[src/sv/rom_bank_mapper_with_irq_core_macros.svh]
// assertion helpers for the bank mapper
`ifndef ROM_BANK_MAPPER_WITH_IRQ_CORE_MACROS_SVH
`define ROM_BANK_MAPPER_WITH_IRQ_CORE_MACROS_SVH

// antecedent and consequent in the same cycle
`define RBM_ASSERT_SAME(lbl, ante, cons, msg) \
   lbl: assert property (@(posedge clock) disable iff (reset) (ante) |-> (cons)) \
      else $error(msg);

// consequent in the cycle after the antecedent
`define RBM_ASSERT_NEXT(lbl, ante, cons, msg) \
   lbl: assert property (@(posedge clock) disable iff (reset) (ante) |=> (cons)) \
      else $error(msg);

`endif

[src/sv/rbm_pkg.sv]
package rbm_pkg;

   // item kinds
   localparam logic [1:0] CMD_WRITE = 2'd0;
   localparam logic [1:0] CMD_TICK  = 2'd1;
   localparam logic [1:0] CMD_PRG   = 2'd2;
   localparam logic [1:0] CMD_CHR   = 2'd3;

   // lookup targets
   localparam logic [1:0] TGT_PRG  = 2'd0;
   localparam logic [1:0] TGT_WRAM = 2'd1;
   localparam logic [1:0] TGT_NONE = 2'd2;
   localparam logic [1:0] TGT_CHR  = 2'd3;

   // configuration register indexes
   localparam logic [1:0] CSR_EXTENDED_MODE   = 2'd0;
   localparam logic [1:0] CSR_PRG_BANK_COUNT  = 2'd1;
   localparam logic [1:0] CSR_WRAM_PRESENT    = 2'd2;
   localparam logic [1:0] CSR_MIRROR_AT_RESET = 2'd3;

   // configuration reset values
   localparam logic       EXTENDED_MODE_RESET   = 1'b1;
   localparam logic [5:0] PRG_BANK_COUNT_RESET  = 6'd32;
   localparam logic       WRAM_PRESENT_RESET    = 1'b1;
   localparam logic [1:0] MIRROR_AT_RESET_RESET = 2'd0;

   localparam logic [9:0] PRESCALE_RELOAD = 10'd341;
   localparam logic [9:0] PRESCALE_STEP   = 10'd3;
   localparam logic [7:0] IRQ_COUNT_WRAP  = 8'hFF;

   localparam int CHR_BANKS = 8;

   typedef struct packed {
      logic [4:0]                prg_first;
      logic [4:0]                prg_second;
      logic                      swap_mode;
      logic                      wram_enable;
      logic [1:0]                mirroring;
      logic [CHR_BANKS-1:0][8:0] chr;
      logic [7:0]                irq_reload;
      logic [7:0]                irq_count;
      logic [9:0]                irq_prescale;
      logic                      irq_every_tick;
      logic                      irq_enabled;
      logic                      irq_after_ack;
      logic                      irq_pending;
      logic                      ram_latch;
   } rbm_state_type;

   function automatic rbm_state_type reset_state();
      rbm_state_type s;
      s = '0;
      s.wram_enable = WRAM_PRESENT_RESET;
      s.mirroring   = MIRROR_AT_RESET_RESET;
      for (int i = 0; i < CHR_BANKS; i++) begin
         s.chr[i] = 9'(i);
      end
      return s;
   endfunction

   localparam rbm_state_type STATE_RESET = reset_state();

endpackage

[src/sv/rbm_regs.sv]
module rbm_regs (
   input  logic                  clock,
   input  logic                  reset,
   input  logic                  fire,
   input  logic [1:0]            cmd,
   input  logic [15:0]           addr,
   input  logic [7:0]            data,
   input  logic                  extended_mode,
   output rbm_pkg::rbm_state_type st,
   output rbm_pkg::rbm_state_type st_next
);
   import rbm_pkg::*;

   rbm_state_type st_ff, st_in;
   logic [1:0]    lo;
   logic [3:0]    hi;
   logic [2:0]    chr_idx;
   logic [4:0]    chr_high;
   logic [9:0]    pre_dec;
   logic          irq_clock;

   assign lo       = addr[1:0] | addr[3:2];
   assign hi       = addr[15:12];
   // 0xb000 -> banks 0/1, 0xc000 -> 2/3, 0xd000 -> 4/5, 0xe000 -> 6/7
   assign chr_idx  = {hi[1:0] - 2'd3, lo[1]};
   assign chr_high = extended_mode ? data[4:0] : {1'b0, data[3:0]};
   assign pre_dec  = st_ff.irq_prescale - PRESCALE_STEP;
   // zero or negative in ten-bit two's complement
   assign irq_clock = st_ff.irq_every_tick || (pre_dec == '0) || pre_dec[9];

   always_comb begin
      st_in = st_ff;
      if (fire) begin
         unique case (cmd)
            CMD_WRITE: begin
               if (addr[15:13] == 3'b011) begin
                  if (!extended_mode) begin
                     st_in.ram_latch = data[0];
                  end
               end else if (addr[15]) begin
                  case (hi)
                     4'h8: st_in.prg_first  = data[4:0];
                     4'hA: st_in.prg_second = data[4:0];
                     4'h9: begin
                        if (!extended_mode) begin
                           st_in.mirroring = {1'b0, data[0]};
                        end else if (lo == 2'd2) begin
                           st_in.wram_enable = data[0];
                           st_in.swap_mode   = data[1];
                        end else if (!lo[1]) begin
                           st_in.mirroring = data[1:0];
                        end
                     end
                     4'hF: begin
                        if (extended_mode) begin
                           case (lo)
                              2'd0: st_in.irq_reload[3:0] = data[3:0];
                              2'd1: st_in.irq_reload[7:4] = data[3:0];
                              2'd2: begin
                                 st_in.irq_prescale = PRESCALE_RELOAD;
                                 if (data[1]) begin
                                    st_in.irq_count = st_ff.irq_reload;
                                 end
                                 st_in.irq_every_tick = data[2];
                                 st_in.irq_enabled    = data[1];
                                 st_in.irq_after_ack  = data[0];
                                 st_in.irq_pending    = 1'b0;
                              end
                              default: begin
                                 st_in.irq_enabled = st_ff.irq_after_ack;
                                 st_in.irq_pending = 1'b0;
                              end
                           endcase
                        end
                     end
                     default: begin
                        if (!lo[0]) begin
                           st_in.chr[chr_idx][3:0] = data[3:0];
                        end else begin
                           st_in.chr[chr_idx][8:4] = chr_high;
                        end
                     end
                  endcase
               end
            end
            CMD_TICK: begin
               if (extended_mode && st_ff.irq_enabled) begin
                  st_in.irq_prescale = pre_dec;
                  if (irq_clock) begin
                     if (st_ff.irq_count == IRQ_COUNT_WRAP) begin
                        st_in.irq_count   = st_ff.irq_reload;
                        st_in.irq_pending = 1'b1;
                     end else begin
                        st_in.irq_count = st_ff.irq_count + 8'd1;
                     end
                     st_in.irq_prescale = pre_dec + PRESCALE_RELOAD;
                  end
               end
            end
            default: ;
         endcase
      end
   end

   always_ff @(posedge clock) begin
      if (reset) begin
         st_ff <= STATE_RESET;
      end else begin
         st_ff <= st_in;
      end
   end

   assign st      = st_ff;
   assign st_next = st_in;

endmodule

[src/sv/rbm_lookup.sv]
module rbm_lookup (
   input  logic [1:0]             cmd,
   input  logic [15:0]            addr,
   input  logic                   extended_mode,
   input  logic [5:0]             prg_bank_count,
   input  rbm_pkg::rbm_state_type st,
   output logic [8:0]             bank,
   output logic [1:0]             target
);
   import rbm_pkg::*;

   logic       swapped;
   logic [5:0] fixed_last;
   logic [5:0] fixed_second;

   assign swapped      = extended_mode && st.swap_mode;
   assign fixed_last   = prg_bank_count - 6'd1;
   assign fixed_second = prg_bank_count - 6'd2;

   always_comb begin
      bank   = '0;
      target = TGT_NONE;
      unique case (cmd)
         CMD_PRG: begin
            case (addr[15:13])
               3'b011: target = st.wram_enable ? TGT_WRAM : TGT_NONE;
               3'b100: begin
                  target = TGT_PRG;
                  bank   = swapped ? {3'b0, fixed_second} : {4'b0, st.prg_first};
               end
               3'b101: begin
                  target = TGT_PRG;
                  bank   = {4'b0, st.prg_second};
               end
               3'b110: begin
                  target = TGT_PRG;
                  bank   = swapped ? {4'b0, st.prg_first} : {3'b0, fixed_second};
               end
               3'b111: begin
                  target = TGT_PRG;
                  bank   = {3'b0, fixed_last};
               end
               default: target = TGT_NONE;
            endcase
         end
         CMD_CHR: begin
            if (addr[15:13] == 3'b000) begin
               bank   = st.chr[addr[12:10]];
               target = TGT_CHR;
            end
         end
         default: ;
      endcase
   end

endmodule

[src/sv/rom_bank_mapper_with_irq_core.sv]
// Cartridge bank mapper with IRQ counter. Each request word carries a kind
// in tuser (CPU write, CPU cycle tick, PRG lookup, CHR lookup) and the
// address and write byte in tdata. Every request yields exactly one response
// word: the looked-up bank and its target, plus the mirroring, IRQ level and
// latch bit as they stand after that request. The block takes one word per
// clock while the response channel does not stall; a word passes the input
// register, then one pass through the register decode, the IRQ tick and the
// lookup into the response register. The CSR port is write-only; writes to
// the wram_present and mirror_at_reset indexes are ignored, as their reset
// values come from package constants, so those writes have no lasting effect.
module rom_bank_mapper_with_irq_core (
   input  logic        clock,
   input  logic        reset,
   // request channel
   input  logic        req_tvalid,
   output logic        req_tready,
   input  logic [23:0] req_tdata,    // addr[15:0], data[23:16]
   input  logic [1:0]  req_tuser,    // cmd[1:0]
   // response channel
   output logic        rsp_tvalid,
   input  logic        rsp_tready,
   output logic [15:0] rsp_tdata,    // mapped_bank[8:0], mirror_mode[10:9],
                                     // irq_line[11], latch_bit[12], zero pad
   output logic [1:0]  rsp_tuser,    // target[1:0]
   // configuration writes
   input  logic        csr_we,
   input  logic [1:0]  csr_index,
   input  logic [5:0]  csr_wdata
);
   import rbm_pkg::*;

`include "rom_bank_mapper_with_irq_core_macros.svh"

   // configuration
   logic       extended_mode_ff, extended_mode_in;
   logic [5:0] prg_count_ff, prg_count_in;

   // input register
   logic        in_valid_ff, in_valid_in;
   logic [1:0]  in_cmd_ff;
   logic [15:0] in_addr_ff;
   logic [7:0]  in_data_ff;

   // response register
   logic       rsp_valid_ff, rsp_valid_in;
   logic [8:0] rsp_bank_ff;
   logic [1:0] rsp_target_ff;
   logic [1:0] rsp_mirror_ff;
   logic       rsp_irq_ff;
   logic       rsp_latch_ff;

   logic          req_accept;
   logic          fire;
   rbm_state_type st, st_next;
   logic [8:0]    lk_bank;
   logic [1:0]    lk_target;

   // the input word moves on whenever the response slot is free or draining
   assign fire       = in_valid_ff && (!rsp_valid_ff || rsp_tready);
   // nothing is taken while reset is held
   assign req_tready = !reset && (!in_valid_ff || fire);
   assign req_accept = req_tvalid && req_tready;

   always_comb begin
      extended_mode_in = extended_mode_ff;
      prg_count_in     = prg_count_ff;
      if (csr_we) begin
         unique case (csr_index) inside
            CSR_EXTENDED_MODE:  extended_mode_in = csr_wdata[0];
            CSR_PRG_BANK_COUNT: prg_count_in     = csr_wdata;
            // reset-value indexes, writes ignored; reset values come from the package
            CSR_WRAM_PRESENT, CSR_MIRROR_AT_RESET: ;
            default: ;
         endcase
      end
   end

   assign in_valid_in  = req_accept ? 1'b1 : (fire ? 1'b0 : in_valid_ff);
   assign rsp_valid_in = fire ? 1'b1 : (rsp_tready ? 1'b0 : rsp_valid_ff);

   always_ff @(posedge clock) begin
      if (reset) begin
         extended_mode_ff <= EXTENDED_MODE_RESET;
         prg_count_ff     <= PRG_BANK_COUNT_RESET;
         in_valid_ff      <= 1'b0;
         rsp_valid_ff     <= 1'b0;
      end else begin
         extended_mode_ff <= extended_mode_in;
         prg_count_ff     <= prg_count_in;
         in_valid_ff      <= in_valid_in;
         rsp_valid_ff     <= rsp_valid_in;
      end
   end

   // payload, no reset
   always_ff @(posedge clock) begin
      if (req_accept) begin
         in_cmd_ff  <= req_tuser;
         in_addr_ff <= req_tdata[15:0];
         in_data_ff <= req_tdata[23:16];
      end
      if (fire) begin
         rsp_bank_ff   <= lk_bank;
         rsp_target_ff <= lk_target;
         rsp_mirror_ff <= st_next.mirroring;
         rsp_irq_ff    <= st_next.irq_pending;
         rsp_latch_ff  <= st_next.ram_latch;
      end
   end

   // mapper registers and irq counter
   rbm_regs u_regs (
      .clock         (clock),
      .reset         (reset),
      .fire          (fire),
      .cmd           (in_cmd_ff),
      .addr          (in_addr_ff),
      .data          (in_data_ff),
      .extended_mode (extended_mode_ff),
      .st            (st),
      .st_next       (st_next)
   );

   // lookups read the state before the word, which they never change
   rbm_lookup u_lookup (
      .cmd            (in_cmd_ff),
      .addr           (in_addr_ff),
      .extended_mode  (extended_mode_ff),
      .prg_bank_count (prg_count_ff),
      .st             (st),
      .bank           (lk_bank),
      .target         (lk_target)
   );

   assign rsp_tvalid = rsp_valid_ff;
   assign rsp_tdata  = {3'b000, rsp_latch_ff, rsp_irq_ff, rsp_mirror_ff, rsp_bank_ff};
   assign rsp_tuser  = rsp_target_ff;

   // a held input word is never overwritten
   `RBM_ASSERT_NEXT(a_in_hold, in_valid_ff && !fire,
      in_valid_ff && $stable(in_addr_ff) && $stable(in_cmd_ff), "input word lost")
   // every processed word shows up as a response
   `RBM_ASSERT_NEXT(a_fire_rsp, fire, rsp_tvalid, "processed word without response")
   // writes and ticks report no bank
   `RBM_ASSERT_NEXT(a_no_bank, fire && (in_cmd_ff == CMD_WRITE || in_cmd_ff == CMD_TICK),
      rsp_bank_ff == 9'd0 && rsp_target_ff == TGT_NONE, "bank reported for non-lookup")
   // the basic variant never raises an interrupt
   `RBM_ASSERT_NEXT(a_basic_no_irq, fire && !extended_mode_ff && !st.irq_pending,
      !st.irq_pending, "irq raised in basic mode")

endmodule

[config.mk]
export PLATFORM = sky130hd
export DESIGN_NAME = rom_bank_mapper_with_irq_core
export DESIGN_NICKNAME = d
export VERILOG_FILES = /design/src/sv/rbm_pkg.sv /design/src/sv/rbm_regs.sv /design/src/sv/rbm_lookup.sv /design/src/sv/rom_bank_mapper_with_irq_core.sv
export VERILOG_INCLUDE_DIRS = /design/src /design/src/sv
export SDC_FILE = /design/constraint.sdc
export NUM_CORES = 1
export LEC_CHECK = 0
export BUFFER_PORTS_ARGS = -buffer_cell sky130_fd_sc_hd__buf_2
export CORE_MARGIN = 4
export CORE_UTILIZATION = 55
export DETAILED_ROUTE_END_ITERATION = 8
export PLACE_DENSITY = 0.76
export SLEW_MARGIN = 10
export SYNTH_ARGS = -nofsm -noshare
export SYNTH_HDL_FRONTEND = slang
export SYNTH_HIERARCHICAL = 1
export SYNTH_SLANG_ARGS = --single-unit
[constraint.sdc]
create_clock -name clock -period 2.66 [get_ports clock]
set_input_delay 0.266 -clock clock [delete_from_list [all_inputs] [get_ports clock]]
set_output_delay 0.266 -clock clock [all_outputs]
set_load 0.01 [all_outputs]
==> reports/metrics.cfg <==
[status]
status=complete, no violations

[global_route]
grt-ovfl-total=0
antenna_found_initial=0
grt_pass1_vias=6345
grt_pass1_wl_um=33000
grtUsageTotal=0.230
grt_max_degree=135

[timing]
timing.fmax_mhz=389
max_slew_margin=0.434
tns_ns=0
post-route-period-util=0.966
rsz0062_at_grt=no
drv_slew=0
skew_ns=0.0119
setup_viol=0
fin_crit_ns=2.57
tightestPinTransition_ns=0.849
finalHoldViolations=0
setup_slack_ns=0.0909

[floorplanning]
io_pins=59
start_util=0.567
die_height_um=134
core_region_area_um2=15300
rows=45
die-area_um2=17900
die_x_um=134

[clocking]
cts_sinks=158
tritoncts=yes
clkTransAtPathRegs_ns=0.06
h-tree-depth=4
clock_path_buffers=2
cts-root-buf=clkbuf_16
clock_latency_ns=0.43
cts_buffers=17

[finish]
final_area_um2=9950
fillCellCount=1237
syn_to_final_growth_pct=14.7
drive_gt1_frac=0.298
nNetsFinal=976
diodes=0
multi_input_area_um2=4770
seq_area_um2=3480

[synth]
yosys_warnings=6
netlist_area_um2=8680
synth_cells=859
synth_area_per_cell_um2=10.1

[drt]
wl_met2_um=9470
drc_errors=0
highest_layer=met4
wl_met3_um=1340
viasPerCell=5.80
postRouteAntennaNets=0
drt-total-wl_um=20200
wirelength_met1_um=9110
drt-initial-drc-count=745
firstDrtPassIters=5
via_count=6700
wl_per_cell_um=17.5

[setup_path]
cp_top_family=simple AND/OR/NAND/NOR gates
cp_cell_sequence=or4_4 -> or4b_4 -> and2_4 -> nor2_2 -> o22ai_1 -> a32o_1 -> nor2b_1
worstSetupEndpointType=register
critPathRequiredTime_ns=2.95
r2r_end=u_regs/st[8]
r2r_cells=7
r2r_start=u_regs/st[13]
ff2ff_setup_slack_ns=0.09
path_buf_inv=0
critPathKind=reg -> reg
path_depth=7
cp_slowest_stage_delay_ns=0.58
worstPathMaxFanout=11
cp-start-kind=register
worst_path_max_delay_cell=or4_4
cp.arrival_ns=2.86

[min_path]
hold_end=in_data_ff[3]
hold_path_startpoint=req_tdata[19]
whs_path_depth=1
min_path_type=in -> reg

[place]
portBuffers=46
dp_hpwl_um=13400
place_area_um2=9240
place_ws_ns=0.109
place_congestion=0.901

[power_and_ir_drop]
p_per_area_nw_per_um2=524
p_leak_nw=3.86
finalPower_mw=5.21
vdd_drop_max_mv=0.644

[run]
cap_violations=0

-- metal layers --
layer | up-vias | global-route usage
met2 | 243 | 0.362
li1 | 3221 | -
met1 | 3208 | 0.321
met5 | - | 0
met3 | 28 | 0.0536
met4 | 0 | 0.0594
-- per-stage QoR --
stage / hold WS, ns / utilization / std cells
4_1_cts: 0.000327 / 0.645 / 1149
3_3_place_gp: 0.442 / 0.603 / 1113
2_1_floorplan: 0.365 / - / 861
5_1_grt: 0.00104 / 0.650 / 1155
6_report: 0.0176 / 0.650 / 1155
3_5_place_dp: 0.444 / 0.603 / 1113
-- timing repair --
item / in CTS / in global routing
endpoints found under the hold margin: 4 / 6
buffers inserted: 0 / 0
hold buffers: 4 / 6
gates resized for setup: 0 / 3
endpoints found under the setup margin: 0 / 2
-- sequential cells by signal, indices dropped and copies added, names as in the netlist, 2 cells and up --
| name | count |
|---|---|
| rsp_tuser | 2 |
| u_regs/st | 117 |
| in_addr_ff | 10 |
| in_data_ff | 5 |
| rsp_bank_ff | 9 |
| prg_count_ff | 6 |
| in_cmd_ff | 2 |
| rsp_mirror_ff | 2 |
-- worst reg2reg max path, delay by kind of cell, from the launching register on --
kind	cells	cell delay [ns]
flops	1	0.35
simple gates	5	1.71
compound gates	2	0.39
-- cell type report --
type                       instances  area share
tap                              211      0.0265
inverter                          17     0.00641
clock buffer                      19      0.0445
sequential                       158       0.350
clock inverter                    13      0.0152
timing repair buffer             113      0.0777
multi-input combinational        624       0.480
-- placed cells by master (no fill, tap or decap), types with 5 or more instances in the layout --
master         instances
dfxtp_1              126
nor2b_1               97
mux2_2                89
nand2_1               59
buf_4                 57
nor2_1                50
buf_2                 45
edfxtp_1              32
a21oi_1               27
mux2i_1               24
o21ai_0               22
or2_2                 18
inv_1                 17
clkbuf_16             17
nand3_1               17
mux4_2                14
nand2b_1              13
xnor2_1               12
dlygate4sd3_1         10
o22ai_1                9
or3_1                  8
a211oi_1               8
nor3_1                 8
and3b_1                6
nor3b_1                6
xor2_1                 6
a31oi_1                6
ha_1                   6
and2_1                 5
o211ai_1               5
a22o_1                 5
-- worst max path at each step --
stage / start / to / slack [ns]
after floorplan: rsp_tvalid / u_regs/st[105] / 0.02
after global placement: u_regs/st[13] / u_regs/st[8] / 0.14
after detailed placement: u_regs/st[13] / u_regs/st[8] / 0.11
after CTS: u_regs/st[13] / u_regs/st[8] / 0.10
after global routing: rsp_tvalid / u_regs/st[48] / 0.003
final: u_regs/st[13] / u_regs/st[8] / 0.09
-- where the power goes --
part | internal, mW | switching, mW | leakage (nW)
logic | 0.109 | 0.155 | 2.25
clock network | 1.43 | 1.01 | 0.293
registers | 2.47 | 0.0312 | 1.31
Note: power is estimated with default switching activity, not from simulation.
